===== config.mk =====
export PLATFORM = sky130hd
export DESIGN_NAME = scan_line_gap_interpolator_flat
export DESIGN_NICKNAME = d
export VERILOG_FILES = /design/src/sv/slgi_pkg.sv /design/src/sv/slgi_channels.sv /design/src/sv/slgi_fifo.sv /design/src/sv/slgi_front.sv /design/src/sv/slgi_div.sv /design/src/sv/slgi_back.sv /design/src/sv/scan_line_gap_interpolator.sv /design/src/flat_wrapper.sv
export SDC_FILE = /design/constraint.sdc
export NUM_CORES = 2
export LEC_CHECK = 0
export BUFFER_PORTS_ARGS = -buffer_cell sky130_fd_sc_hd__buf_2
export CORE_UTILIZATION = 54
export CTS_BUF_LIST = sky130_fd_sc_hd__clkbuf_4
export CTS_CLUSTER_DIAMETER = 30
export DETAILED_ROUTE_END_ITERATION = 10
export PLACE_DENSITY = 0.7
export SLEW_MARGIN = 10
export SYNTH_ARGS = -nofsm -noshare
export SYNTH_HDL_FRONTEND = slang
export SYNTH_SLANG_ARGS = --single-unit

===== constraint.sdc =====
create_clock -name clock -period 28.7 [get_ports clock]
set_input_delay 1.435 -clock clock [delete_from_list [all_inputs] [get_ports clock]]
set_output_delay 1.435 -clock clock [all_outputs]
set_load 0.01 [all_outputs]

===== src/sv/slgi_pkg.sv =====
// ---------------------------------------------------------------------------
// slgi_pkg
// shared constants and types of the scan line gap interpolator
// ---------------------------------------------------------------------------
`timescale 1ns / 1ps
`default_nettype none
package slgi_pkg;
   localparam int MAX_SPAN_DEF   = 5;
   localparam int COORD_BITS_DEF = 20;
   localparam int CFG_BITS       = 16;
   localparam int CSR_INDEX_BITS = 2;

   localparam logic [CFG_BITS-1:0] MAX_FILL_ERROR_RST     = 16'd1000;
   localparam logic [CFG_BITS-1:0] BASE_ERROR_RST         = 16'd50;
   localparam logic [CFG_BITS-1:0] RANGE_ERROR_FACTOR_RST = 16'd655;

   typedef enum logic [CSR_INDEX_BITS-1:0] {
      REG_MAX_FILL_ERROR     = 2'd0,
      REG_BASE_ERROR         = 2'd1,
      REG_RANGE_ERROR_FACTOR = 2'd2
   } csr_index_type;

   typedef struct packed {
      logic [CFG_BITS-1:0] max_fill_error;
      logic [CFG_BITS-1:0] base_error;
      logic [CFG_BITS-1:0] range_error_factor;
   } cfg_type;

   typedef enum logic [1:0] {
      BK_IDLE,
      BK_MUL,
      BK_DIV,
      BK_EMIT
   } back_state_type;

   // multiplier sequence of the distance check
   typedef enum logic [4:0] {
      ST_K,
      ST_DX,
      ST_KK,
      ST_DY,
      ST_DZ,
      ST_MFE,
      ST_BE,
      ST_AX,
      ST_AY,
      ST_PX,
      ST_PY,
      ST_GAP,
      ST_LL,
      ST_LH,
      ST_HL,
      ST_HH,
      ST_DRAIN,
      ST_DECIDE
   } step_type;
endpackage
`default_nettype wire


===== src/sv/slgi_channels.sv =====
// ---------------------------------------------------------------------------
// slgi channels
// valid/ready channel interfaces for points, results and register writes
// ---------------------------------------------------------------------------
`timescale 1ns / 1ps
`default_nettype none
interface slgi_req_if #(parameter int COORD_BITS = slgi_pkg::COORD_BITS_DEF);
   logic                         valid;
   logic                         ready;
   logic signed [COORD_BITS-1:0] point_x;
   logic signed [COORD_BITS-1:0] point_y;
   logic signed [COORD_BITS-1:0] point_z;
   logic                         point_valid;
   logic                         row_end;
   modport source (output valid, point_x, point_y, point_z, point_valid, row_end,
                   input ready);
   modport sink   (input valid, point_x, point_y, point_z, point_valid, row_end,
                   output ready);
endinterface

interface slgi_rsp_if #(parameter int COORD_BITS = slgi_pkg::COORD_BITS_DEF);
   logic                         valid;
   logic                         ready;
   logic signed [COORD_BITS-1:0] out_x;
   logic signed [COORD_BITS-1:0] out_y;
   logic signed [COORD_BITS-1:0] out_z;
   logic                         out_valid;
   logic                         out_filled;
   logic                         out_row_end;
   logic                         last_of_run;
   modport source (output valid, out_x, out_y, out_z, out_valid, out_filled,
                   out_row_end, last_of_run, input ready);
   modport sink   (input valid, out_x, out_y, out_z, out_valid, out_filled,
                   out_row_end, last_of_run, output ready);
endinterface

interface slgi_csr_if;
   logic                                valid;
   logic                                ready;
   logic [slgi_pkg::CSR_INDEX_BITS-1:0] index;
   logic [slgi_pkg::CFG_BITS-1:0]       data;
   modport source (output valid, index, data, input ready);
   modport sink   (input valid, index, data, output ready);
endinterface
`default_nettype wire


===== src/sv/slgi_fifo.sv =====
// ---------------------------------------------------------------------------
// slgi_fifo
// small job queue between the classifier and the output sequencer
// ---------------------------------------------------------------------------
`timescale 1ns / 1ps
`default_nettype none
module slgi_fifo #(
   parameter int WIDTH = 8,
   parameter int DEPTH = 2
) (
   input  wire logic             clock,
   input  wire logic             reset,
   input  wire logic             push_valid,
   input  wire logic [WIDTH-1:0] push_data,
   output logic                  push_ready,
   output logic                  pop_valid,
   output logic [WIDTH-1:0]      pop_data,
   input  wire logic             pop_ready
);
   localparam int AW = (DEPTH > 1) ? $clog2(DEPTH) : 1;
   localparam int CNTW = $clog2(DEPTH + 1);

   logic [WIDTH-1:0] mem_ff [DEPTH];
   logic [AW-1:0]    wr_ff, wr_in, rd_ff, rd_in;
   logic [CNTW-1:0]  cnt_ff, cnt_in;
   logic             do_push, do_pop;

   assign push_ready = (cnt_ff != CNTW'(DEPTH));
   assign pop_valid  = (cnt_ff != '0);
   assign pop_data   = mem_ff[rd_ff];
   assign do_push    = push_valid && push_ready;
   assign do_pop     = pop_valid && pop_ready;

   always_comb begin
      wr_in  = wr_ff;
      rd_in  = rd_ff;
      cnt_in = cnt_ff;
      if (do_push) begin
         wr_in = (wr_ff == AW'(DEPTH - 1)) ? '0 : wr_ff + AW'(1);
      end
      if (do_pop) begin
         rd_in = (rd_ff == AW'(DEPTH - 1)) ? '0 : rd_ff + AW'(1);
      end
      if (do_push && !do_pop) begin
         cnt_in = cnt_ff + CNTW'(1);
      end else if (do_pop && !do_push) begin
         cnt_in = cnt_ff - CNTW'(1);
      end
   end

   always_ff @(posedge clock) begin
      if (reset) begin
         wr_ff  <= '0;
         rd_ff  <= '0;
         cnt_ff <= '0;
      end else begin
         wr_ff  <= wr_in;
         rd_ff  <= rd_in;
         cnt_ff <= cnt_in;
      end
   end

   always_ff @(posedge clock) begin
      if (do_push) begin
         mem_ff[wr_ff] <= push_data;
      end
   end
endmodule
`default_nettype wire


===== src/sv/slgi_front.sv =====
// ---------------------------------------------------------------------------
// slgi_front
// row tracking: holds gap points and turns every point it does not hold into an output job
// ---------------------------------------------------------------------------
`timescale 1ns / 1ps
`default_nettype none
module slgi_front #(
   parameter int  MAX_SPAN   = slgi_pkg::MAX_SPAN_DEF,
   parameter int  COORD_BITS = slgi_pkg::COORD_BITS_DEF,
   localparam int PW = 3 * COORD_BITS,
   localparam int HN = MAX_SPAN - 1,
   localparam int NW = $clog2(MAX_SPAN),
   localparam int JW = 2 * PW + HN * PW + NW + 3
) (
   input  wire logic        clock,
   input  wire logic        reset,
   slgi_req_if.sink         req,
   output logic             push_valid,
   output logic [JW-1:0]    push_data,
   input  wire logic        push_ready
);
   localparam int HIW = (HN > 1) ? $clog2(HN) : 1;

   logic [PW-1:0]    anchor_ff, anchor_in;
   logic             present_ff, present_in;
   logic [PW-1:0]    held_ff [HN];
   logic [NW-1:0]    count_ff, count_in;
   logic             too_long_ff, too_long_in;
   logic [PW-1:0]    pt;
   logic [HN*PW-1:0] held_flat;
   logic             accept, hold, check, pass_valid;
   logic [NW-1:0]    job_n;

   assign req.ready = push_ready;
   assign accept    = req.valid && push_ready;
   assign pt        = {req.point_z, req.point_y, req.point_x};

   always_comb begin
      for (int i = 0; i < HN; i++) begin
         held_flat[i*PW +: PW] = held_ff[i];
      end
   end

   always_comb begin
      anchor_in   = anchor_ff;
      present_in  = present_ff;
      count_in    = count_ff;
      too_long_in = too_long_ff;
      hold        = 1'b0;
      check       = 1'b0;
      pass_valid  = 1'b0;
      job_n       = '0;
      if (req.point_valid) begin
         check       = (count_ff != '0);
         job_n       = count_ff;
         pass_valid  = 1'b1;
         anchor_in   = pt;
         present_in  = 1'b1;
         count_in    = '0;
         too_long_in = 1'b0;
      end else if (!present_ff || too_long_ff) begin
         job_n = '0;
      end else if ((count_ff < NW'(HN)) && !req.row_end) begin
         hold     = 1'b1;
         count_in = count_ff + NW'(1);
      end else begin
         // gap too long or open at row end: flush what is held
         job_n       = count_ff;
         count_in    = '0;
         too_long_in = 1'b1;
      end
      if (req.row_end) begin
         present_in  = 1'b0;
         count_in    = '0;
         too_long_in = 1'b0;
      end
   end

   assign push_valid = accept && !hold;
   assign push_data  = {req.row_end, pass_valid, check, job_n, held_flat, anchor_ff, pt};

   always_ff @(posedge clock) begin
      if (reset) begin
         anchor_ff   <= '0;
         present_ff  <= 1'b0;
         count_ff    <= '0;
         too_long_ff <= 1'b0;
      end else if (accept) begin
         anchor_ff   <= anchor_in;
         present_ff  <= present_in;
         count_ff    <= count_in;
         too_long_ff <= too_long_in;
      end
   end

   always_ff @(posedge clock) begin
      if (accept && hold) begin
         held_ff[count_ff[HIW-1:0]] <= pt;
      end
   end
endmodule
`default_nettype wire


===== src/sv/slgi_div.sv =====
// ---------------------------------------------------------------------------
// slgi_div
// restoring divider, one quotient bit per cycle
// ---------------------------------------------------------------------------
`timescale 1ns / 1ps
`default_nettype none
module slgi_div #(
   parameter int NUM_BITS = 21,
   parameter int DEN_BITS = 6
) (
   input  wire logic                clock,
   input  wire logic                reset,
   input  wire logic                start,
   input  wire logic [NUM_BITS-1:0] num,
   input  wire logic [DEN_BITS-1:0] den,
   output logic                     done,
   output logic [NUM_BITS-1:0]      quo,
   output logic [DEN_BITS-1:0]      rem
);
   localparam int CNTW = $clog2(NUM_BITS + 1);

   logic [NUM_BITS-1:0] num_ff, quo_ff;
   logic [DEN_BITS-1:0] den_ff, rem_ff;
   logic [CNTW-1:0]     cnt_ff;
   logic                busy_ff, done_ff;
   logic [DEN_BITS:0]   rem_sh;
   logic                qbit;

   assign rem_sh = {rem_ff, num_ff[NUM_BITS-1]};
   assign qbit   = (rem_sh >= {1'b0, den_ff});
   assign done   = done_ff;
   assign quo    = quo_ff;
   assign rem    = rem_ff;

   always_ff @(posedge clock) begin
      if (reset) begin
         busy_ff <= 1'b0;
         done_ff <= 1'b0;
         cnt_ff  <= '0;
      end else begin
         done_ff <= 1'b0;
         if (start) begin
            busy_ff <= 1'b1;
            cnt_ff  <= CNTW'(NUM_BITS);
         end else if (busy_ff) begin
            cnt_ff <= cnt_ff - CNTW'(1);
            if (cnt_ff == CNTW'(1)) begin
               busy_ff <= 1'b0;
               done_ff <= 1'b1;
            end
         end
      end
   end

   always_ff @(posedge clock) begin
      if (start) begin
         num_ff <= num;
         den_ff <= den;
         rem_ff <= '0;
         quo_ff <= '0;
      end else if (busy_ff) begin
         num_ff <= {num_ff[NUM_BITS-2:0], 1'b0};
         quo_ff <= {quo_ff[NUM_BITS-2:0], qbit};
         rem_ff <= qbit ? DEN_BITS'(rem_sh - {1'b0, den_ff}) : rem_sh[DEN_BITS-1:0];
      end
   end
endmodule
`default_nettype wire


===== src/sv/slgi_back.sv =====
// ---------------------------------------------------------------------------
// slgi_back
// gap check, interpolation and result sequencing with an output register
// ---------------------------------------------------------------------------
`timescale 1ns / 1ps
`default_nettype none
module slgi_back #(
   parameter int  MAX_SPAN   = slgi_pkg::MAX_SPAN_DEF,
   parameter int  COORD_BITS = slgi_pkg::COORD_BITS_DEF,
   localparam int PW = 3 * COORD_BITS,
   localparam int HN = MAX_SPAN - 1,
   localparam int NW = $clog2(MAX_SPAN),
   localparam int JW = 2 * PW + HN * PW + NW + 3
) (
   input  wire logic             clock,
   input  wire logic             reset,
   input  wire slgi_pkg::cfg_type cfg,
   input  wire logic             pop_valid,
   input  wire logic [JW-1:0]    pop_data,
   output logic                  pop_ready,
   slgi_rsp_if.source            rsp
);
   localparam int CB    = COORD_BITS;
   localparam int HIW   = (HN > 1) ? $clog2(HN) : 1;
   localparam int CW    = $clog2(MAX_SPAN + 1);
   localparam int KH    = slgi_pkg::CFG_BITS + CW;
   localparam int RH    = CB + 1;
   localparam int MW    = (RH > KH) ? RH : KH;
   localparam int DW    = 2 * CB + 2;
   localparam int R2W   = 2 * CB + 1;
   localparam int BIGW  = 2 * KH + R2W;
   localparam int TW    = DW + 32;
   localparam int CMPW  = (BIGW > TW) ? BIGW : TW;
   localparam int OFF_H = 2 * PW;
   localparam int OFF_N = OFF_H + HN * PW;

   slgi_pkg::back_state_type state_ff, state_in;
   slgi_pkg::step_type       step_ff, tag_ff;

   // job fields
   logic signed [CB-1:0] pc_ff [3];
   logic signed [CB-1:0] ac_ff [3];
   logic [CB-1:0]        d_ff [3];
   logic                 dir_ff [3];
   logic [CB-1:0]        ax_ff, ay_ff, px_ff, py_ff;
   logic [HN*PW-1:0]     held_ff;
   logic [NW-1:0]        n_ff, e_ff;
   logic                 pv_ff, rend_ff, fill_ff;

   logic signed [CB-1:0] pop_p [3];
   logic signed [CB-1:0] pop_a [3];
   logic signed [CB:0]   pop_d [3];
   logic [CB-1:0]        pop_abs [3];
   logic                 pop_dir [3];
   logic [CB-1:0]        pop_pax, pop_pay, pop_aax, pop_aay;
   logic [PW-1:0]        held_a [HN];

   // distance check datapath
   logic [MW-1:0]     mul_a, mul_b;
   logic [2*MW-1:0]   prod_in, prod_ff;
   logic [KH-1:0]     k_ff;
   logic [2*KH-1:0]   k2_ff;
   logic [DW-1:0]     d2_ff;
   logic [31:0]       lim_m_ff, lim_b_ff;
   logic [R2W-1:0]    r2a_ff, r2b_ff, r2;
   logic [BIGW-1:0]   big_ff, prod_big;
   logic [CW-1:0]     cnt;
   logic              fill_now;

   // interpolation
   logic [1:0]        cix_ff;
   logic              div_go_ff, div_done;
   logic [CB:0]       div_quo;
   logic [CW:0]       div_rem;
   logic [CB:0]       qs_ff [3];
   logic [CW:0]       rs_ff [3];
   logic [CB:0]       q_ff [3];
   logic [CW:0]       r_ff [3];
   logic [CB:0]       q_nx [3];
   logic [CW:0]       r_nx [3];

   // output register
   logic                 rsp_valid_ff, rsp_free;
   logic signed [CB-1:0] o_ff [3];
   logic                 ov_ff, of_ff, ore_ff, olast_ff;
   logic signed [CB-1:0] ip [3];
   logic [PW-1:0]        hsel;

   logic load_job, mul_run, go_div, div_take, emit, emit_last;

   function automatic logic [CB-1:0] abs_c(input logic signed [CB-1:0] v);
      logic signed [CB:0] w;
      w = {v[CB-1], v};
      abs_c = w[CB] ? CB'(-w) : w[CB-1:0];
   endfunction

   always_comb begin
      for (int c = 0; c < 3; c++) begin
         pop_p[c]   = pop_data[c*CB +: CB];
         pop_a[c]   = pop_data[PW + c*CB +: CB];
         pop_d[c]   = {pop_p[c][CB-1], pop_p[c]} - {pop_a[c][CB-1], pop_a[c]};
         pop_dir[c] = !pop_d[c][CB];
         pop_abs[c] = pop_d[c][CB] ? CB'(-pop_d[c]) : pop_d[c][CB-1:0];
      end
      pop_pax = abs_c(pop_p[0]);
      pop_pay = abs_c(pop_p[1]);
      pop_aax = abs_c(pop_a[0]);
      pop_aay = abs_c(pop_a[1]);
      for (int i = 0; i < HN; i++) begin
         held_a[i] = held_ff[i*PW +: PW];
      end
   end

   assign cnt      = CW'(n_ff) + CW'(1);
   assign r2       = (r2a_ff > r2b_ff) ? r2a_ff : r2b_ff;
   assign rsp_free = !rsp_valid_ff || rsp.ready;

   // one shared multiplier, registered product
   always_comb begin
      mul_a = '0;
      mul_b = '0;
      case (step_ff)
         slgi_pkg::ST_K: begin
            mul_a = MW'(cfg.range_error_factor);
            mul_b = MW'(cnt);
         end
         slgi_pkg::ST_DX: begin
            mul_a = MW'(d_ff[0]);
            mul_b = MW'(d_ff[0]);
         end
         slgi_pkg::ST_KK: begin
            mul_a = MW'(k_ff);
            mul_b = MW'(k_ff);
         end
         slgi_pkg::ST_DY: begin
            mul_a = MW'(d_ff[1]);
            mul_b = MW'(d_ff[1]);
         end
         slgi_pkg::ST_DZ: begin
            mul_a = MW'(d_ff[2]);
            mul_b = MW'(d_ff[2]);
         end
         slgi_pkg::ST_MFE: begin
            mul_a = MW'(cfg.max_fill_error);
            mul_b = MW'(cfg.max_fill_error);
         end
         slgi_pkg::ST_BE: begin
            mul_a = MW'(cfg.base_error);
            mul_b = MW'(cfg.base_error);
         end
         slgi_pkg::ST_AX: begin
            mul_a = MW'(ax_ff);
            mul_b = MW'(ax_ff);
         end
         slgi_pkg::ST_AY: begin
            mul_a = MW'(ay_ff);
            mul_b = MW'(ay_ff);
         end
         slgi_pkg::ST_PX: begin
            mul_a = MW'(px_ff);
            mul_b = MW'(px_ff);
         end
         slgi_pkg::ST_PY: begin
            mul_a = MW'(py_ff);
            mul_b = MW'(py_ff);
         end
         slgi_pkg::ST_LL: begin
            mul_a = MW'(k2_ff[KH-1:0]);
            mul_b = MW'(r2[RH-1:0]);
         end
         slgi_pkg::ST_LH: begin
            mul_a = MW'(k2_ff[KH-1:0]);
            mul_b = MW'(r2[R2W-1:RH]);
         end
         slgi_pkg::ST_HL: begin
            mul_a = MW'(k2_ff[2*KH-1:KH]);
            mul_b = MW'(r2[RH-1:0]);
         end
         slgi_pkg::ST_HH: begin
            mul_a = MW'(k2_ff[2*KH-1:KH]);
            mul_b = MW'(r2[R2W-1:RH]);
         end
         default: begin
            mul_a = '0;
            mul_b = '0;
         end
      endcase
   end

   assign prod_in  = (2*MW)'(mul_a) * (2*MW)'(mul_b);
   assign prod_big = BIGW'(prod_ff);

   // d < max error, and d < 2*base or d*65536 < factor*cnt*r, all squared
   assign fill_now = (CMPW'(d2_ff) < CMPW'(lim_m_ff))
                  && ((CMPW'(d2_ff) < CMPW'({lim_b_ff, 2'b00}))
                   || (CMPW'({d2_ff, 32'h0}) < CMPW'(big_ff)));

   always_comb begin
      state_in  = state_ff;
      pop_ready = 1'b0;
      load_job  = 1'b0;
      mul_run   = 1'b0;
      go_div    = 1'b0;
      div_take  = 1'b0;
      emit      = 1'b0;
      emit_last = 1'b0;
      case (state_ff)
         slgi_pkg::BK_IDLE: begin
            pop_ready = 1'b1;
            if (pop_valid) begin
               load_job = 1'b1;
               state_in = pop_data[OFF_N+NW] ? slgi_pkg::BK_MUL : slgi_pkg::BK_EMIT;
            end
         end
         slgi_pkg::BK_MUL: begin
            mul_run = 1'b1;
            if (step_ff == slgi_pkg::ST_DECIDE) begin
               go_div   = fill_now;
               state_in = fill_now ? slgi_pkg::BK_DIV : slgi_pkg::BK_EMIT;
            end
         end
         slgi_pkg::BK_DIV: begin
            if (div_done) begin
               div_take = 1'b1;
               if (cix_ff == 2'd2) begin
                  state_in = slgi_pkg::BK_EMIT;
               end else begin
                  go_div = 1'b1;
               end
            end
         end
         slgi_pkg::BK_EMIT: begin
            if (rsp_free) begin
               emit = 1'b1;
               if (e_ff == n_ff) begin
                  emit_last = 1'b1;
                  state_in  = slgi_pkg::BK_IDLE;
               end
            end
         end
         default: state_in = slgi_pkg::BK_IDLE;
      endcase
   end

   always_ff @(posedge clock) begin
      if (reset) begin
         state_ff <= slgi_pkg::BK_IDLE;
      end else begin
         state_ff <= state_in;
      end
   end

   slgi_div #(
      .NUM_BITS(CB + 1),
      .DEN_BITS(CW + 1)
   ) u_div (
      .clock(clock),
      .reset(reset),
      .start(div_go_ff),
      .num  ({d_ff[cix_ff], 1'b0}),
      .den  ({cnt, 1'b0}),
      .done (div_done),
      .quo  (div_quo),
      .rem  (div_rem)
   );

   always_ff @(posedge clock) begin
      if (reset) begin
         div_go_ff <= 1'b0;
      end else begin
         div_go_ff <= go_div;
      end
   end

   // job capture and check datapath
   always_ff @(posedge clock) begin
      if (load_job) begin
         for (int c = 0; c < 3; c++) begin
            pc_ff[c]  <= pop_p[c];
            ac_ff[c]  <= pop_a[c];
            d_ff[c]   <= pop_abs[c];
            dir_ff[c] <= pop_dir[c];
         end
         px_ff   <= pop_pax;
         py_ff   <= pop_pay;
         ax_ff   <= pop_aax;
         ay_ff   <= pop_aay;
         held_ff <= pop_data[OFF_H +: HN*PW];
         n_ff    <= pop_data[OFF_N +: NW];
         pv_ff   <= pop_data[OFF_N+NW+1];
         rend_ff <= pop_data[OFF_N+NW+2];
         fill_ff <= 1'b0;
         e_ff    <= '0;
         step_ff <= slgi_pkg::ST_K;
         tag_ff  <= slgi_pkg::ST_DECIDE;
      end
      if (mul_run) begin
         prod_ff <= prod_in;
         tag_ff  <= step_ff;
         if (step_ff != slgi_pkg::ST_DECIDE) begin
            step_ff <= slgi_pkg::step_type'(step_ff + 5'd1);
         end
         case (tag_ff)
            slgi_pkg::ST_K:   k_ff     <= prod_ff[KH-1:0];
            slgi_pkg::ST_DX:  d2_ff    <= DW'(prod_ff);
            slgi_pkg::ST_KK:  k2_ff    <= prod_ff[2*KH-1:0];
            slgi_pkg::ST_DY:  d2_ff    <= d2_ff + DW'(prod_ff);
            slgi_pkg::ST_DZ:  d2_ff    <= d2_ff + DW'(prod_ff);
            slgi_pkg::ST_MFE: lim_m_ff <= prod_ff[31:0];
            slgi_pkg::ST_BE:  lim_b_ff <= prod_ff[31:0];
            slgi_pkg::ST_AX:  r2a_ff   <= R2W'(prod_ff);
            slgi_pkg::ST_AY:  r2a_ff   <= r2a_ff + R2W'(prod_ff);
            slgi_pkg::ST_PX:  r2b_ff   <= R2W'(prod_ff);
            slgi_pkg::ST_PY:  r2b_ff   <= r2b_ff + R2W'(prod_ff);
            slgi_pkg::ST_LL:  big_ff   <= prod_big;
            slgi_pkg::ST_LH:  big_ff   <= big_ff + (prod_big << RH);
            slgi_pkg::ST_HL:  big_ff   <= big_ff + (prod_big << KH);
            slgi_pkg::ST_HH:  big_ff   <= big_ff + (prod_big << (KH + RH));
            default: ;
         endcase
         if (step_ff == slgi_pkg::ST_DECIDE) begin
            fill_ff <= fill_now;
            cix_ff  <= 2'd0;
            for (int c = 0; c < 3; c++) begin
               q_ff[c] <= '0;
               r_ff[c] <= (CW+1)'(cnt);
            end
         end
      end
      if (div_take) begin
         qs_ff[cix_ff] <= div_quo;
         rs_ff[cix_ff] <= div_rem;
         cix_ff        <= cix_ff + 2'd1;
      end
      if (emit && !emit_last) begin
         e_ff <= e_ff + NW'(1);
         for (int c = 0; c < 3; c++) begin
            q_ff[c] <= q_nx[c];
            r_ff[c] <= r_nx[c];
         end
      end
   end

   always_comb begin
      hsel = held_a[e_ff[HIW-1:0]];
      for (int c = 0; c < 3; c++) begin
         // step each rounded quotient by 2D/(2cnt) with carry of the remainder
         if ((CW+2)'(r_ff[c]) + (CW+2)'(rs_ff[c]) >= (CW+2)'({cnt, 1'b0})) begin
            q_nx[c] = q_ff[c] + qs_ff[c] + (CB+1)'(1);
            r_nx[c] = (CW+1)'((CW+2)'(r_ff[c]) + (CW+2)'(rs_ff[c])
                              - (CW+2)'({cnt, 1'b0}));
         end else begin
            q_nx[c] = q_ff[c] + qs_ff[c];
            r_nx[c] = (CW+1)'((CW+2)'(r_ff[c]) + (CW+2)'(rs_ff[c]));
         end
         ip[c] = dir_ff[c] ? CB'({{2{ac_ff[c][CB-1]}}, ac_ff[c]} + {1'b0, q_nx[c]})
                           : CB'({{2{ac_ff[c][CB-1]}}, ac_ff[c]} - {1'b0, q_nx[c]});
      end
   end

   always_ff @(posedge clock) begin
      if (reset) begin
         rsp_valid_ff <= 1'b0;
      end else if (emit) begin
         rsp_valid_ff <= 1'b1;
      end else if (rsp.ready) begin
         rsp_valid_ff <= 1'b0;
      end
   end

   always_ff @(posedge clock) begin
      if (emit) begin
         if (emit_last) begin
            for (int c = 0; c < 3; c++) begin
               o_ff[c] <= pc_ff[c];
            end
            ov_ff    <= pv_ff;
            of_ff    <= 1'b0;
            ore_ff   <= rend_ff;
            olast_ff <= 1'b1;
         end else begin
            for (int c = 0; c < 3; c++) begin
               o_ff[c] <= fill_ff ? ip[c] : hsel[c*CB +: CB];
            end
            ov_ff    <= fill_ff;
            of_ff    <= fill_ff;
            ore_ff   <= 1'b0;
            olast_ff <= 1'b0;
         end
      end
   end

   assign rsp.valid       = rsp_valid_ff;
   assign rsp.out_x       = o_ff[0];
   assign rsp.out_y       = o_ff[1];
   assign rsp.out_z       = o_ff[2];
   assign rsp.out_valid   = ov_ff;
   assign rsp.out_filled  = of_ff;
   assign rsp.out_row_end = ore_ff;
   assign rsp.last_of_run = olast_ff;
endmodule
`default_nettype wire


===== src/sv/scan_line_gap_interpolator.sv =====
// Scan line gap interpolator. Points of one scan row come in on req_chan in
// order; short runs of invalid points after a valid point are held back and,
// when the next valid point closes the gap and the endpoint distance is small
// enough, replaced by linearly interpolated points marked valid and filled.
// Every point leaves on rsp_chan; last_of_run marks the final result caused
// by one input transaction. Throughput: the input side takes one point per
// cycle into a two-entry job queue while the queue has room; the output
// sequencer takes each job in its idle state and then spends one cycle per
// result while the output register is free; a point that closes a gap adds
// a run of the shared multiplier sequence, and three runs of the bit-serial
// divider, one per coordinate, when the gap gets filled. Held points cost no
// sequencer time until their gap is resolved. Registers must be written over
// csr_chan only while the block is idle; the block does not enforce this.
// ---------------------------------------------------------------------------
// scan_line_gap_interpolator
// top level: register file, classifier, job queue and output sequencer
// ---------------------------------------------------------------------------
`timescale 1ns / 1ps
`default_nettype none
module scan_line_gap_interpolator #(
   parameter int MAX_SPAN   = slgi_pkg::MAX_SPAN_DEF,
   parameter int COORD_BITS = slgi_pkg::COORD_BITS_DEF
) (
   input  wire logic clock,
   input  wire logic reset,
   slgi_req_if.sink   req_chan,
   slgi_rsp_if.source rsp_chan,
   slgi_csr_if.sink   csr_chan
);
   // job: point, anchor, held points, held count, check, valid, row end
   localparam int PW = 3 * COORD_BITS;
   localparam int HN = MAX_SPAN - 1;
   localparam int NW = $clog2(MAX_SPAN);
   localparam int JW = 2 * PW + HN * PW + NW + 3;

   slgi_pkg::cfg_type cfg_ff;
   logic              push_valid, push_ready, pop_valid, pop_ready;
   logic [JW-1:0]     push_data, pop_data;

   // register writes are always taken; unknown indexes are dropped
   assign csr_chan.ready = 1'b1;

   always_ff @(posedge clock) begin
      if (reset) begin
         cfg_ff.max_fill_error     <= slgi_pkg::MAX_FILL_ERROR_RST;
         cfg_ff.base_error         <= slgi_pkg::BASE_ERROR_RST;
         cfg_ff.range_error_factor <= slgi_pkg::RANGE_ERROR_FACTOR_RST;
      end else if (csr_chan.valid) begin
         case (slgi_pkg::csr_index_type'(csr_chan.index))
            slgi_pkg::REG_MAX_FILL_ERROR:     cfg_ff.max_fill_error     <= csr_chan.data;
            slgi_pkg::REG_BASE_ERROR:         cfg_ff.base_error         <= csr_chan.data;
            slgi_pkg::REG_RANGE_ERROR_FACTOR: cfg_ff.range_error_factor <= csr_chan.data;
            default: ;
         endcase
      end
   end

   // classifier: tracks the row and the open gap
   slgi_front #(
      .MAX_SPAN  (MAX_SPAN),
      .COORD_BITS(COORD_BITS)
   ) u_front (
      .clock     (clock),
      .reset     (reset),
      .req       (req_chan),
      .push_valid(push_valid),
      .push_data (push_data),
      .push_ready(push_ready)
   );

   // short queue so the classifier keeps taking points while results drain
   slgi_fifo #(
      .WIDTH(JW),
      .DEPTH(2)
   ) u_fifo (
      .clock     (clock),
      .reset     (reset),
      .push_valid(push_valid),
      .push_data (push_data),
      .push_ready(push_ready),
      .pop_valid (pop_valid),
      .pop_data  (pop_data),
      .pop_ready (pop_ready)
   );

   // sequencer: distance check, interpolation and output register
   slgi_back #(
      .MAX_SPAN  (MAX_SPAN),
      .COORD_BITS(COORD_BITS)
   ) u_back (
      .clock    (clock),
      .reset    (reset),
      .cfg      (cfg_ff),
      .pop_valid(pop_valid),
      .pop_data (pop_data),
      .pop_ready(pop_ready),
      .rsp      (rsp_chan)
   );
endmodule
`default_nettype wire


===== src/flat_wrapper.sv =====
// flat-port wrapper written by rule: the top's interface ports become plain ports
module scan_line_gap_interpolator_flat 
#(
   parameter int MAX_SPAN   = slgi_pkg::MAX_SPAN_DEF,
   parameter int COORD_BITS = slgi_pkg::COORD_BITS_DEF
)
  (clock, reset, req_chan_valid, req_chan_point_x, req_chan_point_y, req_chan_point_z, req_chan_point_valid, req_chan_row_end, req_chan_ready, rsp_chan_valid, rsp_chan_out_x, rsp_chan_out_y, rsp_chan_out_z, rsp_chan_out_valid, rsp_chan_out_filled, rsp_chan_out_row_end, rsp_chan_last_of_run, rsp_chan_ready, csr_chan_valid, csr_chan_index, csr_chan_data, csr_chan_ready);
  slgi_req_if #(.COORD_BITS(COORD_BITS)) req_chan_i ();
  slgi_rsp_if #(.COORD_BITS(COORD_BITS)) rsp_chan_i ();
  slgi_csr_if csr_chan_i ();
  input  wire logic clock;
  input  wire logic reset;
  input wire logic [$bits(req_chan_i.valid)-1:0] req_chan_valid;
  input wire logic [$bits(req_chan_i.point_x)-1:0] req_chan_point_x;
  input wire logic [$bits(req_chan_i.point_y)-1:0] req_chan_point_y;
  input wire logic [$bits(req_chan_i.point_z)-1:0] req_chan_point_z;
  input wire logic [$bits(req_chan_i.point_valid)-1:0] req_chan_point_valid;
  input wire logic [$bits(req_chan_i.row_end)-1:0] req_chan_row_end;
  output wire logic [$bits(req_chan_i.ready)-1:0] req_chan_ready;
  output wire logic [$bits(rsp_chan_i.valid)-1:0] rsp_chan_valid;
  output wire logic [$bits(rsp_chan_i.out_x)-1:0] rsp_chan_out_x;
  output wire logic [$bits(rsp_chan_i.out_y)-1:0] rsp_chan_out_y;
  output wire logic [$bits(rsp_chan_i.out_z)-1:0] rsp_chan_out_z;
  output wire logic [$bits(rsp_chan_i.out_valid)-1:0] rsp_chan_out_valid;
  output wire logic [$bits(rsp_chan_i.out_filled)-1:0] rsp_chan_out_filled;
  output wire logic [$bits(rsp_chan_i.out_row_end)-1:0] rsp_chan_out_row_end;
  output wire logic [$bits(rsp_chan_i.last_of_run)-1:0] rsp_chan_last_of_run;
  input wire logic [$bits(rsp_chan_i.ready)-1:0] rsp_chan_ready;
  input wire logic [$bits(csr_chan_i.valid)-1:0] csr_chan_valid;
  input wire logic [$bits(csr_chan_i.index)-1:0] csr_chan_index;
  input wire logic [$bits(csr_chan_i.data)-1:0] csr_chan_data;
  output wire logic [$bits(csr_chan_i.ready)-1:0] csr_chan_ready;
  assign req_chan_i.valid = req_chan_valid;
  assign req_chan_i.point_x = req_chan_point_x;
  assign req_chan_i.point_y = req_chan_point_y;
  assign req_chan_i.point_z = req_chan_point_z;
  assign req_chan_i.point_valid = req_chan_point_valid;
  assign req_chan_i.row_end = req_chan_row_end;
  assign req_chan_ready = req_chan_i.ready;
  assign rsp_chan_valid = rsp_chan_i.valid;
  assign rsp_chan_out_x = rsp_chan_i.out_x;
  assign rsp_chan_out_y = rsp_chan_i.out_y;
  assign rsp_chan_out_z = rsp_chan_i.out_z;
  assign rsp_chan_out_valid = rsp_chan_i.out_valid;
  assign rsp_chan_out_filled = rsp_chan_i.out_filled;
  assign rsp_chan_out_row_end = rsp_chan_i.out_row_end;
  assign rsp_chan_last_of_run = rsp_chan_i.last_of_run;
  assign rsp_chan_i.ready = rsp_chan_ready;
  assign csr_chan_i.valid = csr_chan_valid;
  assign csr_chan_i.index = csr_chan_index;
  assign csr_chan_i.data = csr_chan_data;
  assign csr_chan_ready = csr_chan_i.ready;
  scan_line_gap_interpolator #(.MAX_SPAN(MAX_SPAN), .COORD_BITS(COORD_BITS)) u_core (.clock(clock), .reset(reset), .req_chan(req_chan_i), .rsp_chan(rsp_chan_i), .csr_chan(csr_chan_i));
endmodule

==> run_results.csv <==
group,metric,value,unit
yosys,synth_flop_cell,"edfxtp_1",
global_routing,grt_max_degree,125,
global_routing,grt_pass1_vias,85300,
global_routing,grt-ovfl-total,0,
die,fp.dieW,482,um
detailed_routing,vias,86000,
die,fp-row-count,176,
critical_path,r2r-start,"u_core.u_back.r2a_ff[10]",
critical_path,r2r_end,"u_core.u_back.prod_ff[39]",
detailed_routing,remaining_drc_errors,0,
timing,period_share,0.438,
timing,maxSlewHeadroom,0.0179,
critical_path,worst-path-max-fanout,25,
clock_network,cts.hold.buffers_added,0,
clock_network,h-tree-depth,6,
critical_path,crit_path_top_delay_cell,"a211oi_1",
placed_design,place_congestion,0.953,
detailed_routing,wl_per_cell,24.3,um
timing,finalHoldViolCount,0,
worst_hold_path,min_delay_worst_endpoint,"u_core.u_front.held_ff[1][17]",
yosys,syn_inst,10300,
timing,rsz0062_at_grt,"false",
clock_network,clockBufferDepth,4,
yosys,async_reset_ff_frac,0,
critical_path,ff2ff_path_depth,44,
detailed_routing,drt_iter0_drc,8745,
critical_path,end_kind,"register",
clock_network,cts_root_buf,"clkbuf_4",
clock_network,cts_resized,0,
clock_network,clkLatencyLatePin,1.43,ns
yosys,synth_seq_area_share,0.528,
yosys,synth_edf_count,2083,
finish,syn_to_final_growth,10.1,%
finish,nets,12100,
die,pin_count,152,
die,core_area,0.230,mm2
outcome,status,"finished with violations",
outcome,violations,"max-capacitance violations",
critical_path,cp_num_buf_inv,9,
critical_path,crit_family,"compound AO/OA/AOI/OAI gates",
yosys,ys_ff_latch,2244,
job,cap_violations,1,
die,dieHeight,482,um
global_routing,track_usage,0.299,
critical_path,required,29.82,ns
timing,max_freq,79.5,MHz
clock_network,post_cts_buffers,0,
die,start_util,0.543,
detailed_routing,ant_nets,0,
timing,setup_tns,0,ns
yosys,avgSynthCellArea,12.1,um2
clock_network,cts_tree,"done",
finish,layout-drive-gt1-share,0.156,
critical_path,crit_path_max_incr_delay,0.81,ns
clock_network,cts_made_buffers,619,
detailed_routing,routed_wl,349,mm
detailed_routing,dr.pass1.iters,9,
placed_design,hpwlAfterDp,246,mm
critical_path,worstSetupPathType,"register to register",
critical_path,startpoint_type,"register",
timing,slew_violations,0,
timing,finalSetupViolCount,0,
clock_network,clkTransAtPathRegs,0.07,ns
critical_path,r2r_slack,16.12,ns
clock_network,cts_sinks,2244,
timing,finalClockSkew,0.130,ns
yosys,netlist-cell-type-count,110,
yosys,synth_area,0.125,mm2
detailed_routing,vias_per_cell,5.97,
timing,max_slew.worst_pin.slew,1.47,ns
placed_design,portBuffers,150,
yosys,yosys_warnings,0,
worst_hold_path,holdCritStartpoint,"req_chan_point_x[17]",
worst_hold_path,min_path_cells,1,
global_routing,antenna_found_initial,26,
timing,min_period,12.58,ns
worst_hold_path,min_path_type,"input pin to register",
global_routing,grt_pass1_wl,521,mm
finish,fill_cells,18300,
die,dieArea,0.233,mm2
critical_path,arrival,13.70,ns
finish,postLayoutCoreUtil,0.597,
placed cells by master, fill, tap and decap left out, types with 33 or more instances in the layout:
master / instances
fa_1: 361
ha_1: 775
nand2_1: 971
a21oi_1: 530
and3_1: 81
a211oi_1: 51
o31ai_1: 51
a31oi_1: 56
o21a_1: 83
and2_1: 152
a21o_1: 253
clkbuf_4: 886
clkinv_2: 40
inv_1: 840
or3_1: 38
nand2b_1: 93
buf_4: 151
or2_2: 34
nor4_1: 37
xnor2_1: 434
nor2_1: 576
o221ai_1: 33
mux2_2: 308
a222oi_1: 51
xor2_1: 193
nor3_1: 103
o21bai_1: 76
nand3_1: 120
mux2i_1: 228
nor2b_1: 64
mux4_2: 60
o21ai_0: 481
buf_2: 149
edfxtp_1: 2083
dfxtp_1: 158
nand4_1: 79
a22oi_1: 76
clkinv_1: 106
routing by layer:
layer / wire [um] / global-route usage / up-vias
met2: 161000 / 0.473 / 3640
met3: 28900 / 0.0590 / 713
met5: 145 / 0 / -
li1: - / - / 39000
met4: 15600 / 0.134 / 20
met1: 144000 / 0.400 / 42600
cells in the mapped netlist (all sizes together) (24+ instances only):
cell    count  area (um2)
o21a       83         623
nand4      80         507
clkbuf    238         893
or3        41         258
nor2b      64         400
dfxtp     161        3220
fa        361        7230
or2        36         225
nand3     120         601
o211ai     24         180
a21oi     534        2680
nand2b     93         582
xnor2     434        3800
o221ai     36         315
mux2i     228        2280
buf        95         422
nand2     977        3670
mux2      308        3470
mux4       60        1350
xor2      193        1690
nor2      583        2190
edfxtp   2083       62500
a21o      254        1910
inv       843        3160
o21ai     495        2480
ha        776        9710
nor4       39         250
a31oi      57         372
nand3b     31         233
and3       84         527
and2      156         976
a211oi     54         415
a222oi     51         510
o31ai      51         383
and4       25         219
a22oi      76         571
nor3      107         541
o21bai     77         582
final cells by class:
| type | count | area [um2] | share of cell area |
|---|---|---|---|
| well taps | 3026 | 3790 | 0.0276 |
| diodes | 17 | 42.5 | 0.000310 |
| repair buffers | 303 | 1940 | 0.0141 |
| flip-flops and latches | 2244 | 65800 | 0.479 |
| inverters | 844 | 3180 | 0.0232 |
| clock inverters | 189 | 1280 | 0.00935 |
| multi-input cells | 6881 | 54600 | 0.398 |
| clock buffers | 886 | 6650 | 0.0485 |
how the worst max path moves through the flow:
| stage | start | endpoint | depth (start not counted) |
|---|---|---|---|
| 2_1_floorplan | req_chan_point_valid | u_core.u_fifo.mem_ff[0][0] | 5 |
| 3_3_place_gp | u_core.u_back.r2a_ff[18] | u_core.u_back.prod_ff[41] | 44 |
| 3_5_place_dp | u_core.u_back.r2a_ff[18] | u_core.u_back.prod_ff[37] | 44 |
| 4_1_cts | u_core.u_back.r2a_ff[18] | u_core.u_back.prod_ff[39] | 44 |
| 5_1_grt | u_core.u_back.r2a_ff[10] | u_core.u_back.prod_ff[37] | 44 |
| 6_report | u_core.u_back.r2a_ff[10] | u_core.u_back.prod_ff[39] | 44 |
per-stage QoR:
stage | cells | worst slack [ns] | hold slack [ns] | area, um2
after global placement | 13300 | 16.13 | 0.421 | 129000
after global routing | 14400 | 15.52 | 0.154 | 137000
final | 14400 | 16.12 | 0.288 | 137000
after detailed placement | 13300 | 16.12 | 0.429 | 129000
after floorplan | 10300 | 10.55 | 0.421 | 125000
after CTS | 14400 | 16.13 | 0.138 | 137000
kinds of logic (layout without fill, tap and decap cells):
| family | Yosys count | after routing | synth area share |
|---|---|---|---|
| AOI/OAI and AO/OA | 2018 | 2018 | 0.105 |
| muxes | 596 | 596 | 0.0570 |
| and+or+nand+nor | 2498 | 2498 | 0.0941 |
| xor gates and xnor gates | 629 | 629 | 0.0444 |
| buffers and inverters | 1177 | 2222 | 0.0360 |
| adders and majority gates | 1137 | 1137 | 0.136 |
| other | 2 | 20 | 0.0000602 |
| DFF | 2244 | 2244 | 0.528 |
state kept, by name, summed over array words and instances (netlist names), 48 cells and up, named ones only:
register,flops
u_core.cfg_ff,48
u_core.u_front.anchor_ff,60
u_core.u_back.d_ff,60
u_core.u_back.pc_ff,58
u_core.u_back.o_ff,60
u_core.u_front.held_ff,240
u_core.u_back.qs_ff,60
u_core.u_back.held_ff,240
u_core.u_back.q_ff,60
u_core.u_fifo.mem_ff,732
u_core.u_back.big_ff,79
u_core.u_back.ac_ff,58
Power is not shown: default switching activity piles up to over one toggle a cycle in this logic, so the estimate is an artifact.
